--- src/sv/rtfp_pkg.sv ---
package rtfp_pkg;

  // Character codes
  localparam logic [7:0] CH_SPACE   = 8'd32;
  localparam logic [7:0] CH_POINT   = 8'd46;
  localparam logic [7:0] CH_ZERO    = 8'd48;
  localparam logic [7:0] CH_NINE    = 8'd57;
  localparam logic [7:0] CH_UP_A    = 8'd65;
  localparam logic [7:0] CH_UP_F    = 8'd70;
  localparam logic [7:0] CH_UP_Z    = 8'd90;
  localparam logic [7:0] CH_LOW_A   = 8'd97;
  localparam logic [7:0] CH_LOW_Z   = 8'd122;
  localparam logic [7:0] CASE_SHIFT = 8'd32;
  localparam logic [7:0] LETTER_OFS = 8'd55;

  // Radix handling
  localparam logic [5:0] RADIX_RESET = 6'd10;
  localparam logic [5:0] BASE_MIN    = 6'd2;
  localparam logic [5:0] BASE_HEX    = 6'd16;
  localparam logic [5:0] BASE_OCT    = 6'd8;
  localparam logic [5:0] BASE_BIN    = 6'd2;
  localparam logic [5:0] MAX_OCT     = 6'd7;
  localparam logic [5:0] MAX_BIN     = 6'd1;

  // Status codes
  localparam logic [2:0] ST_OK       = 3'd0;
  localparam logic [2:0] ST_BAD_HEX  = 3'd1;
  localparam logic [2:0] ST_BAD_OCT  = 3'd2;
  localparam logic [2:0] ST_BAD_BIN  = 3'd3;
  localparam logic [2:0] ST_OVERFLOW = 3'd4;

  typedef enum logic [1:0] {
    KIND_SKIP,
    KIND_POINT,
    KIND_DIGIT,
    KIND_BAD
  } item_kind_t;

  typedef struct packed {
    item_kind_t  kind;
    logic [5:0]  digit;
    logic [2:0]  code;
    logic        last;
  } item_t;

  typedef enum logic [1:0] {
    BK_IDLE,
    BK_DIV,
    BK_FINISH
  } back_state_t;

  typedef struct packed {
    logic busy;
    logic done;
  } div_status_t;

endpackage

--- src/sv/rtfp_front.sv ---
module rtfp_front #(
  parameter int LINE_CHARS = 128,
  parameter int POS_W      = 7
) (
  input  logic              clk,
  input  logic              rst,
  input  logic              in_valid,
  output logic              in_ready,
  input  logic [7:0]        char_code,
  input  logic              last_char,
  input  logic [5:0]        base,
  input  logic              q_full,
  output logic              push,
  output rtfp_pkg::item_t   push_item,
  output logic [POS_W-1:0]  push_pos
);

  logic [POS_W-1:0] char_pos;
  logic             is_letter;
  logic             is_num;
  logic [7:0]       up;
  logic [5:0]       digit;
  logic [2:0]       code;

  assign in_ready = !q_full;
  assign push     = in_valid && !q_full;
  assign push_pos = char_pos;

  always_ff @(posedge clk) begin
    if (rst) begin
      char_pos <= '0;
    end else if (push) begin
      if (last_char) begin
        char_pos <= '0;
      end else if (char_pos != POS_W'(LINE_CHARS - 1)) begin
        char_pos <= char_pos + 1'b1;
      end
    end
  end

  // Classify the character and run the radix checks.
  always_comb begin
    is_letter = ((char_code >= rtfp_pkg::CH_UP_A) && (char_code <= rtfp_pkg::CH_UP_Z)) ||
                ((char_code >= rtfp_pkg::CH_LOW_A) && (char_code <= rtfp_pkg::CH_LOW_Z));
    is_num    = (char_code >= rtfp_pkg::CH_ZERO) && (char_code <= rtfp_pkg::CH_NINE);
    up        = (char_code >= rtfp_pkg::CH_LOW_A) ? char_code - rtfp_pkg::CASE_SHIFT
                                                  : char_code;
    code      = rtfp_pkg::ST_OK;
    if (is_letter) begin
      digit = 6'(up - rtfp_pkg::LETTER_OFS);
      if ((base == rtfp_pkg::BASE_HEX) && (up > rtfp_pkg::CH_UP_F)) begin
        code = rtfp_pkg::ST_BAD_HEX;
      end
    end else begin
      digit = is_num ? 6'(char_code - rtfp_pkg::CH_ZERO) : 6'd0;
      if ((base == rtfp_pkg::BASE_OCT) && (digit > rtfp_pkg::MAX_OCT)) begin
        code = rtfp_pkg::ST_BAD_OCT;
      end else if ((base == rtfp_pkg::BASE_BIN) && (digit > rtfp_pkg::MAX_BIN)) begin
        code = rtfp_pkg::ST_BAD_BIN;
      end
    end

    push_item.digit = digit;
    push_item.code  = code;
    push_item.last  = last_char;
    if (char_code == rtfp_pkg::CH_SPACE) begin
      push_item.kind = rtfp_pkg::KIND_SKIP;
    end else if (char_code == rtfp_pkg::CH_POINT) begin
      push_item.kind = rtfp_pkg::KIND_POINT;
    end else if (code != rtfp_pkg::ST_OK) begin
      push_item.kind = rtfp_pkg::KIND_BAD;
    end else begin
      push_item.kind = rtfp_pkg::KIND_DIGIT;
    end
  end

endmodule

--- src/sv/rtfp_queue.sv ---
module rtfp_queue #(
  parameter int W = 18
) (
  input  logic         clk,
  input  logic         rst,
  input  logic         push,
  input  logic [W-1:0] push_data,
  output logic         full,
  input  logic         pop,
  output logic         nonempty,
  output logic [W-1:0] pop_data
);

  // Two-entry queue between classifier and executor.
  logic [W-1:0] mem [2];
  logic         wr_ptr;
  logic         rd_ptr;
  logic [1:0]   count;

  assign full     = (count == 2'd2);
  assign nonempty = (count != 2'd0);
  assign pop_data = mem[rd_ptr];

  always_ff @(posedge clk) begin
    if (push) begin
      mem[wr_ptr] <= push_data;
    end
  end

  always_ff @(posedge clk) begin
    if (rst) begin
      wr_ptr <= 1'b0;
      rd_ptr <= 1'b0;
      count  <= 2'd0;
    end else begin
      if (push) begin
        wr_ptr <= !wr_ptr;
      end
      if (pop) begin
        rd_ptr <= !rd_ptr;
      end
      if (push && !pop) begin
        count <= count + 2'd1;
      end else if (pop && !push) begin
        count <= count - 2'd1;
      end
    end
  end

endmodule

--- src/sv/rtfp_div.sv ---
module rtfp_div #(
  parameter int W = 25
) (
  input  logic                  clk,
  input  logic                  rst,
  input  logic                  start,
  input  logic [W-1:0]          dividend,
  input  logic [5:0]            divisor,
  output rtfp_pkg::div_status_t stat,
  output logic [W-1:0]          quotient
);

  // Restoring divider, one quotient bit per cycle.
  localparam int CNT_W = (W > 1) ? $clog2(W) : 1;

  logic [W-1:0]     dq;
  logic [5:0]       rem;
  logic [CNT_W-1:0] cnt;
  logic             busy;
  logic             done;
  logic [6:0]       trial;
  logic             ge;

  assign trial    = {rem, dq[W-1]};
  assign ge       = trial >= {1'b0, divisor};
  assign quotient = dq;
  assign stat     = '{busy: busy, done: done};

  always_ff @(posedge clk) begin
    if (rst) begin
      busy <= 1'b0;
      done <= 1'b0;
      cnt  <= '0;
    end else begin
      done <= 1'b0;
      if (start) begin
        busy <= 1'b1;
        cnt  <= '0;
      end else if (busy) begin
        cnt <= cnt + 1'b1;
        if (cnt == CNT_W'(W - 1)) begin
          busy <= 1'b0;
          done <= 1'b1;
        end
      end
    end
  end

  // The remainder stays below the divisor, so six bits hold it.
  always_ff @(posedge clk) begin
    if (start) begin
      dq  <= dividend;
      rem <= '0;
    end else if (busy) begin
      rem <= ge ? 6'(trial - {1'b0, divisor}) : trial[5:0];
      dq  <= {dq[W-2:0], ge};
    end
  end

endmodule

--- src/sv/rtfp_back.sv ---
module rtfp_back #(
  parameter int INT_BITS  = 32,
  parameter int FRAC_BITS = 24,
  parameter int POS_W     = 7
) (
  input  logic                  clk,
  input  logic                  rst,
  input  logic [5:0]            base,
  input  logic                  q_nonempty,
  input  rtfp_pkg::item_t       q_item,
  input  logic [POS_W-1:0]      q_pos,
  output logic                  pop,
  output logic                  out_valid,
  input  logic                  out_ready,
  output logic [INT_BITS-1:0]   integer_value,
  output logic [FRAC_BITS-1:0]  fraction_value,
  output logic                  has_point,
  output logic [2:0]            status,
  output logic [6:0]            error_index
);

  localparam int IW = INT_BITS + 7;
  localparam int FW = FRAC_BITS + 7;

  rtfp_pkg::back_state_t state, state_next;

  logic [INT_BITS-1:0]  int_acc, int_acc_next;
  logic [FRAC_BITS-1:0] frac_acc, frac_acc_next;
  logic [FRAC_BITS-1:0] frac_weight, frac_weight_next;
  logic                 in_fraction, in_fraction_next;
  logic [2:0]           err_code, err_code_next;
  logic [POS_W-1:0]     err_pos, err_pos_next;
  logic                 pend_last, pend_last_next;
  logic                 out_valid_next;
  logic                 load_out;

  logic [IW-1:0]        int_sum;
  logic                 int_ovf;
  logic [FW-1:0]        frac_sum;
  logic                 frac_sat;
  logic [POS_W+6:0]     pos_ext;

  logic                 div_start;
  logic [FRAC_BITS:0]   div_dividend;
  logic [FRAC_BITS:0]   div_quot;
  rtfp_pkg::div_status_t div_stat;

  assign int_sum  = IW'(int_acc) * IW'(base) + IW'(q_item.digit);
  assign int_ovf  = |int_sum[IW-1:INT_BITS];
  assign frac_sum = FW'(frac_weight) * FW'(q_item.digit) + FW'(frac_acc);
  assign frac_sat = |frac_sum[FW-1:FRAC_BITS];
  assign pos_ext  = {7'b0, err_pos};

  rtfp_div #(.W(FRAC_BITS + 1)) u_div (
    .clk      (clk),
    .rst      (rst),
    .start    (div_start),
    .dividend (div_dividend),
    .divisor  (base),
    .stat     (div_stat),
    .quotient (div_quot)
  );

  always_ff @(posedge clk) begin
    if (rst) begin
      state       <= rtfp_pkg::BK_IDLE;
      int_acc     <= '0;
      frac_acc    <= '0;
      frac_weight <= '0;
      in_fraction <= 1'b0;
      err_code    <= rtfp_pkg::ST_OK;
      err_pos     <= '0;
      pend_last   <= 1'b0;
      out_valid   <= 1'b0;
    end else begin
      state       <= state_next;
      int_acc     <= int_acc_next;
      frac_acc    <= frac_acc_next;
      frac_weight <= frac_weight_next;
      in_fraction <= in_fraction_next;
      err_code    <= err_code_next;
      err_pos     <= err_pos_next;
      pend_last   <= pend_last_next;
      out_valid   <= out_valid_next;
    end
  end

  always_ff @(posedge clk) begin
    if (load_out) begin
      integer_value  <= int_acc;
      fraction_value <= frac_acc;
      has_point      <= in_fraction;
      status         <= err_code;
      error_index    <= (err_code != rtfp_pkg::ST_OK) ? pos_ext[6:0] : 7'd0;
    end
  end

  always_comb begin
    state_next       = state;
    int_acc_next     = int_acc;
    frac_acc_next    = frac_acc;
    frac_weight_next = frac_weight;
    in_fraction_next = in_fraction;
    err_code_next    = err_code;
    err_pos_next     = err_pos;
    pend_last_next   = pend_last;
    out_valid_next   = out_valid && !out_ready;
    load_out         = 1'b0;
    pop              = 1'b0;
    div_start        = 1'b0;
    div_dividend     = {1'b0, frac_weight};

    case (state)
      rtfp_pkg::BK_IDLE: begin
        if (q_nonempty) begin
          pop            = 1'b1;
          pend_last_next = q_item.last;
          if (err_code == rtfp_pkg::ST_OK) begin
            case (q_item.kind)
              rtfp_pkg::KIND_POINT: begin
                if (!in_fraction) begin
                  in_fraction_next = 1'b1;
                  div_start        = 1'b1;
                  div_dividend     = {1'b1, {FRAC_BITS{1'b0}}};
                end
              end
              rtfp_pkg::KIND_BAD: begin
                err_code_next = q_item.code;
                err_pos_next  = q_pos;
              end
              rtfp_pkg::KIND_DIGIT: begin
                if (!in_fraction) begin
                  if (int_ovf) begin
                    int_acc_next  = '1;
                    err_code_next = rtfp_pkg::ST_OVERFLOW;
                    err_pos_next  = q_pos;
                  end else begin
                    int_acc_next = int_sum[INT_BITS-1:0];
                  end
                end else begin
                  frac_acc_next = frac_sat ? '1 : frac_sum[FRAC_BITS-1:0];
                  div_start     = 1'b1;
                end
              end
              default: begin
              end
            endcase
          end
          if (div_start) begin
            state_next = rtfp_pkg::BK_DIV;
          end else if (q_item.last) begin
            state_next = rtfp_pkg::BK_FINISH;
          end
        end
      end
      rtfp_pkg::BK_DIV: begin
        if (div_stat.done) begin
          frac_weight_next = div_quot[FRAC_BITS-1:0];
          state_next       = pend_last ? rtfp_pkg::BK_FINISH : rtfp_pkg::BK_IDLE;
        end
      end
      rtfp_pkg::BK_FINISH: begin
        if (!out_valid || out_ready) begin
          load_out         = 1'b1;
          out_valid_next   = 1'b1;
          int_acc_next     = '0;
          frac_acc_next    = '0;
          frac_weight_next = '0;
          in_fraction_next = 1'b0;
          err_code_next    = rtfp_pkg::ST_OK;
          err_pos_next     = '0;
          state_next       = rtfp_pkg::BK_IDLE;
        end
      end
      default: begin
        state_next = rtfp_pkg::BK_IDLE;
      end
    endcase
  end

endmodule

--- src/sv/radix_text_to_fixed_point.sv ---
// Converts the text of a number in base radix (2..36, reset 10; 0 and 1 act
// as 2) into an integer part and an unsigned fraction, one character per input
// request, with last_char flagging the final character of a line. Spaces are
// dropped, the first '.' opens the fraction and later dots are dropped;
// letters count as 10..35 and any other non-digit counts as 0. In base 16 a
// letter above F, in base 8 a digit above 7 and in base 2 a digit above 1 is
// an error: the first error (or an integer overflow, which saturates
// integer_value to all ones) is kept with its character position and the rest
// of the line is ignored. One result request leaves on the last character.
// A classifier takes characters into a two-entry queue, and an executor
// works them off. Spaces, dots after the first, integer digits and
// erroring characters need the executor alone; the first dot and each
// fraction digit also start the bit-serial divider that divides the
// fraction weight by the base, and the executor waits for its result. After
// the last character of a line a finish state hands the result to the output
// register, which holds it while the next line is already being taken in.
// The radix register may be rewritten only while the block is idle.
module radix_text_to_fixed_point #(
  parameter int LINE_CHARS = 128,
  parameter int INT_BITS   = 32,
  parameter int FRAC_BITS  = 24
) (
  input  logic                 clk,
  input  logic                 rst,
  input  logic                 cfg_valid,
  output logic                 cfg_ready,
  input  logic [5:0]           radix,
  input  logic                 in_valid,
  output logic                 in_ready,
  input  logic [7:0]           char_code,
  input  logic                 last_char,
  output logic                 out_valid,
  input  logic                 out_ready,
  output logic [INT_BITS-1:0]  integer_value,
  output logic [FRAC_BITS-1:0] fraction_value,
  output logic                 has_point,
  output logic [2:0]           status,
  output logic [6:0]           error_index
);

  localparam int POS_W  = $clog2(LINE_CHARS);
  localparam int ITEM_W = $bits(rtfp_pkg::item_t);
  localparam int Q_W    = ITEM_W + POS_W;

  logic [5:0]       radix_q;
  logic [5:0]       base;

  logic             push;
  rtfp_pkg::item_t  push_item;
  logic [POS_W-1:0] push_pos;
  logic             q_full;
  logic             q_nonempty;
  logic             pop;
  logic [Q_W-1:0]   q_data;

  // Radix register; a write request is always taken.
  assign cfg_ready = 1'b1;

  always_ff @(posedge clk) begin
    if (rst) begin
      radix_q <= rtfp_pkg::RADIX_RESET;
    end else if (cfg_valid) begin
      radix_q <= radix;
    end
  end

  // Clamp small radix values to base 2.
  assign base = (radix_q < rtfp_pkg::BASE_MIN) ? rtfp_pkg::BASE_MIN : radix_q;

  rtfp_front #(
    .LINE_CHARS (LINE_CHARS),
    .POS_W      (POS_W)
  ) u_front (
    .clk       (clk),
    .rst       (rst),
    .in_valid  (in_valid),
    .in_ready  (in_ready),
    .char_code (char_code),
    .last_char (last_char),
    .base      (base),
    .q_full    (q_full),
    .push      (push),
    .push_item (push_item),
    .push_pos  (push_pos)
  );

  rtfp_queue #(.W(Q_W)) u_queue (
    .clk       (clk),
    .rst       (rst),
    .push      (push),
    .push_data ({push_item, push_pos}),
    .full      (q_full),
    .pop       (pop),
    .nonempty  (q_nonempty),
    .pop_data  (q_data)
  );

  rtfp_back #(
    .INT_BITS  (INT_BITS),
    .FRAC_BITS (FRAC_BITS),
    .POS_W     (POS_W)
  ) u_back (
    .clk            (clk),
    .rst            (rst),
    .base           (base),
    .q_nonempty     (q_nonempty),
    .q_item         (rtfp_pkg::item_t'(q_data[Q_W-1:POS_W])),
    .q_pos          (q_data[POS_W-1:0]),
    .pop            (pop),
    .out_valid      (out_valid),
    .out_ready      (out_ready),
    .integer_value  (integer_value),
    .fraction_value (fraction_value),
    .has_point      (has_point),
    .status         (status),
    .error_index    (error_index)
  );

endmodule

--- config.mk ---
export PLATFORM = sky130hd
export DESIGN_NAME = radix_text_to_fixed_point
export DESIGN_NICKNAME = d
export VERILOG_FILES = /design/src/sv/rtfp_pkg.sv /design/src/sv/rtfp_front.sv /design/src/sv/rtfp_queue.sv /design/src/sv/rtfp_div.sv /design/src/sv/rtfp_back.sv /design/src/sv/radix_text_to_fixed_point.sv
export SDC_FILE = /design/constraint.sdc
export NUM_CORES = 1
export LEC_CHECK = 0
export CAP_MARGIN = 20
export CORE_ASPECT_RATIO = 2
export CORE_MARGIN = 2
export CORE_UTILIZATION = 47
export CTS_BUF_LIST = sky130_fd_sc_hd__clkbuf_4
export CTS_CLUSTER_DIAMETER = 30
export DETAILED_ROUTE_END_ITERATION = 8
export DONT_BUFFER_PORTS = 1
export GPL_TIMING_DRIVEN = 0
export PLACE_DENSITY_LB_ADDON = 0.2
export RECOVER_POWER = 25
export SYNTH_ARGS = -nofsm -noshare
export SYNTH_HDL_FRONTEND = slang
export SYNTH_SLANG_ARGS = --single-unit
--- constraint.sdc ---
create_clock -name clk -period 6.07 [get_ports clk]
set_input_delay 0.607 -clock clk [delete_from_list [all_inputs] [get_ports clk]]
set_output_delay 0.607 -clock clk [all_outputs]
set_load 0.02 [all_outputs]
==> summary.txt <==
Global-route wire length before repair - 100000 um
Drt wl/cell - 21.5 um
Clock latency on the worst-skew pair - 0.85 ns
FILL cells - 4047
Setup slack after layout - -0.176 ns
Share of async-settable or async-resettable flops after synthesis - 0
DP HPWL - 48400 um
Worst Setup Start Kind - flop
Initial drt markers - 916
Clk slew on worst S/H paths - 0.08 ns
Peak supply drop - 183 uV
Core area - 45700 um2
Netlist Area Pre-Place - 21600 um2
Worst Max-Slew Pin Slew - 0.935 ns
Reg power frac - 0.376
Pin count of the biggest net entering global routing - 28
Vias post-DR - 17213
Mapped Nets - 2634
Initial Util - 0.473
CP Max Fanout - 7
Post-Place Cells - 2786
Finished Layout Cells - 3008
Slew margin rel. - 0.376
Antenna violations before repair - 2
Max Slew Vio Count - 0
Worst Path Arrival - 6.91 ns
Int Pwr - 4.09 mW
CP dominant cell by count - fa_1
Grt ovf - 0
Root Buffer - clkbuf_4
CTS tree - yes
Ratio of total power to cell area - 259 nW/um2
CTS Sinks - 254
Synth unique cells - 79
Maximum cell stage delay along the critical path - 0.48 ns
Failing checks - negative setup slack
Drt pass-1 iters - 6
Via/cell ratio - 5.72
RSZ-0062 raised after global routing - true
CTS H-tree lvls - 2
Tmin final - 6.25 ns
Final Hold Violating Endpoints - 0
Period utilisation layout - 1.03
Tot GR Track Use - 0.273
Post-synth EDFFs - 128
Syn_area_per_cell - 9.74 um2
Synth warn - 0
Leak - 11.6 nW
Synthesized instance count - 2219
Grt met2 use - 0.550
Post-synthesis sequential area ratio - 0.294
Synth Flop Type - edfxtp_1
DRT antenna net count - 0
#FFs+latches synth - 254
Hold Path Class - in2reg
Switching share of power - 0.386
Crit-path slowest cell - fa_1
Max cap viols - 0
WP data required - 6.74 ns
Met3 usage - 0.0310
Share of post-route cells with drive strength above 1 - 0.177
Clock power frac - 0.256
Port Buffers - 0
GP Congestion - 0.993
Pre-CTS setup slack - -2.16 ns
Die Y - 307 um
Gate power share - 0.368
Die area - 47800 um2
Cell family with most CP delay - adder cells
Switch Pwr - 2.57 mW
Routing usage on met1 - 0.237
Post-Route WL - 64600 um
Layout area overhead - 18.7%
TritonCTS Buffers - 61
# setup viols final - 28
Clk buf depth - 3
FP Rows - 111
Bufs and invs on worst path - 8
Status - finished, violations left
Fmax - 160 MHz
Worst clock skew - 0.0857 ns
DRC - 0
Setup Crit Path Kind - reg2reg
Critical Path Sink Type - flop
Min Hold Slack - 0.0816 ns
Grt peak-use layer - met2
I/O Pins - 90
Vias in the first global route - 18887
Die X - 156 um
Post-layout nets - 2804
## through the flow
step | utilization | power [mW] | setup TNS (ns) | instance area [um2]
finish | 0.562 | 6.66 | -2.21 | 25700
global route | 0.562 | 7.01 | -10.59 | 25700
CTS | 0.548 | 6.56 | -3.88 | 25100
detailed placement | 0.490 | 4.44 | -116.65 | 22400
global placement | 0.489 | 4.41 | -271.87 | 22300
floorplan | - | 3.81 | 0 | 21600
## metal layers
layer,vias up,share of wire
met3,268,0.035
met4,0,0.079
met5,-,0
met1,8483,0.31
li1,7915,-
met2,547,0.58
## timing repair
action	4_1_cts	5_1_grt
hold buffers	8	0
gates cloned	6	4
resized for setup	240	108
endpoints found under the setup margin	66	73
hold endpoints to repair	11	0
setup buffers	84	20
pin swaps	63	50
## worst paths after layout
kind / startpoint / to / slack (ns) / depth (start not counted)
hold reg to reg: u_back.frac_acc[3] / u_back.fraction_value[3] / 0.45 / 0
setup reg to reg: radix_q[4] / u_back.err_code[2] / -0.18 / 25
setup / recovery: radix_q[4] / u_back.err_code[2] / -0.18 / 25
hold / removal: char_code[0] / u_queue.mem[1][11] / 0.08 / 1
## cells by family after synthesis
family | Yosys count | share of synthesized area
and+or+nand+nor | 827 | 0.190
adders and majority gates | 395 | 0.310
AOI/OAI and AO/OA | 359 | 0.110
buffers and inverters | 275 | 0.0484
DFF | 254 | 0.294
xor gates and xnor gates | 71 | 0.0288
muxes | 37 | 0.0181
other | 1 | 0.000173
## layout by cell type (no fill, tap or decap), types with 14 or more instances in the layout
master,count
mux2_4,16
nand3_1,47
ha_1,131
ha_4,19
xor2_1,29
mux2i_1,20
fa_1,232
nor2b_1,57
and3_1,19
nand2b_1,16
a21oi_2,15
clkbuf_1,55
nor3_1,29
a21o_1,27
edfxtp_1,128
and2_1,184
buf_6,14
clkbuf_4,88
dfxtp_1,121
a21oi_1,75
a22oi_1,24
inv_1,154
buf_4,97
o21ai_0,64
nand4_1,18
nor3_2,16
nand2_1,269
a221o_1,24
xnor2_1,40
nor2_1,109
## area by class of cell
type	instances	area, um2	share of cell area
clock inverter	28	274	0.0107
timing repair buffer	121	1110	0.0433
multi-input combinational	1692	15300	0.595
sequential	254	6380	0.249
buffer	99	653	0.0254
inverter	160	611	0.0238
antenna	2	5.00	0.000195
tap	565	707	0.0275
clock buffer	87	653	0.0254
## worst reg2reg max path, stage by stage (launching register included)
cell	delay [ns]
dfxtp_4	0.38
inv_6	0.07
nand4_1	0.14
buf_6	0.17
o21a_4	0.26
clkbuf_16	0.19
buf_4	0.14
and2_1	0.16
fa_1	0.48
inv_1	0.05
fa_1	0.48
inv_1	0.06
fa_1	0.48
ha_1	0.35
ha_4	0.29
nand2_1	0.09
o21ai_2	0.10
a32oi_1	0.23
o211ai_1	0.20
buf_4	0.19
o32a_1	0.32
a311oi_2	0.30
nand4_4	0.21
buf_6	0.21
o2111ai_1	0.17
or3b_4	0.39
## power by group through the flow
| stage | registers, mW | logic (mW) | clock network [mW] |
|---|---|---|---|
| after global routing | 2.53 | 2.66 | 1.81 |
| after CTS | 2.50 | 2.31 | 1.75 |
| after floorplan | 2.45 | 1.35 | 0 |
| final | 2.50 | 2.45 | 1.71 |
| after global placement | 2.56 | 1.85 | 0 |
| after detailed placement | 2.53 | 1.91 | 0 |
## registers in the layout, indices dropped and copies added, names as in the netlist, 2 cells and up, named ones only
register,cells
radix_q,6
u_back.int_acc,32
u_back.status,3
u_back.frac_weight,24
u_back.frac_acc,24
u_back.state,2
u_queue.count,2
u_back.u_div.cnt,5
u_front.push_pos,7
u_back.integer_value,32
u_back.fraction_value,24
u_back.err_pos,7
u_queue.mem,36
u_back.err_code,3
u_back.u_div.rem,6
u_back.error_index,7
u_back.u_div.quotient,25
## synthesized netlist by cell type (17+ instances only)
| cell | number | area [um2] |
|---|---|---|
| a221o_1 | 24 | 240 |
| nor3_1 | 52 | 260 |
| dfxtp_1 | 126 | 2520 |
| nand3_1 | 48 | 240 |
| and3_1 | 20 | 125 |
| xor2_1 | 29 | 254 |
| xnor2_1 | 42 | 368 |
| inv_1 | 160 | 601 |
| a22oi_1 | 25 | 188 |
| nand2_1 | 280 | 1050 |
| a21oi_1 | 98 | 490 |
| fa_1 | 235 | 4700 |
| mux2i_1 | 20 | 200 |
| nand4_1 | 18 | 113 |
| edfxtp_1 | 128 | 3840 |
| nor2b_1 | 59 | 369 |
| a21o_1 | 27 | 203 |
| mux2_2 | 17 | 191 |
| ha_1 | 160 | 2000 |
| nor2_1 | 117 | 439 |
| and2_1 | 187 | 1170 |
| clkbuf_1 | 96 | 360 |
| o21ai_0 | 82 | 410 |
Power figures use the tool's default switching activity.
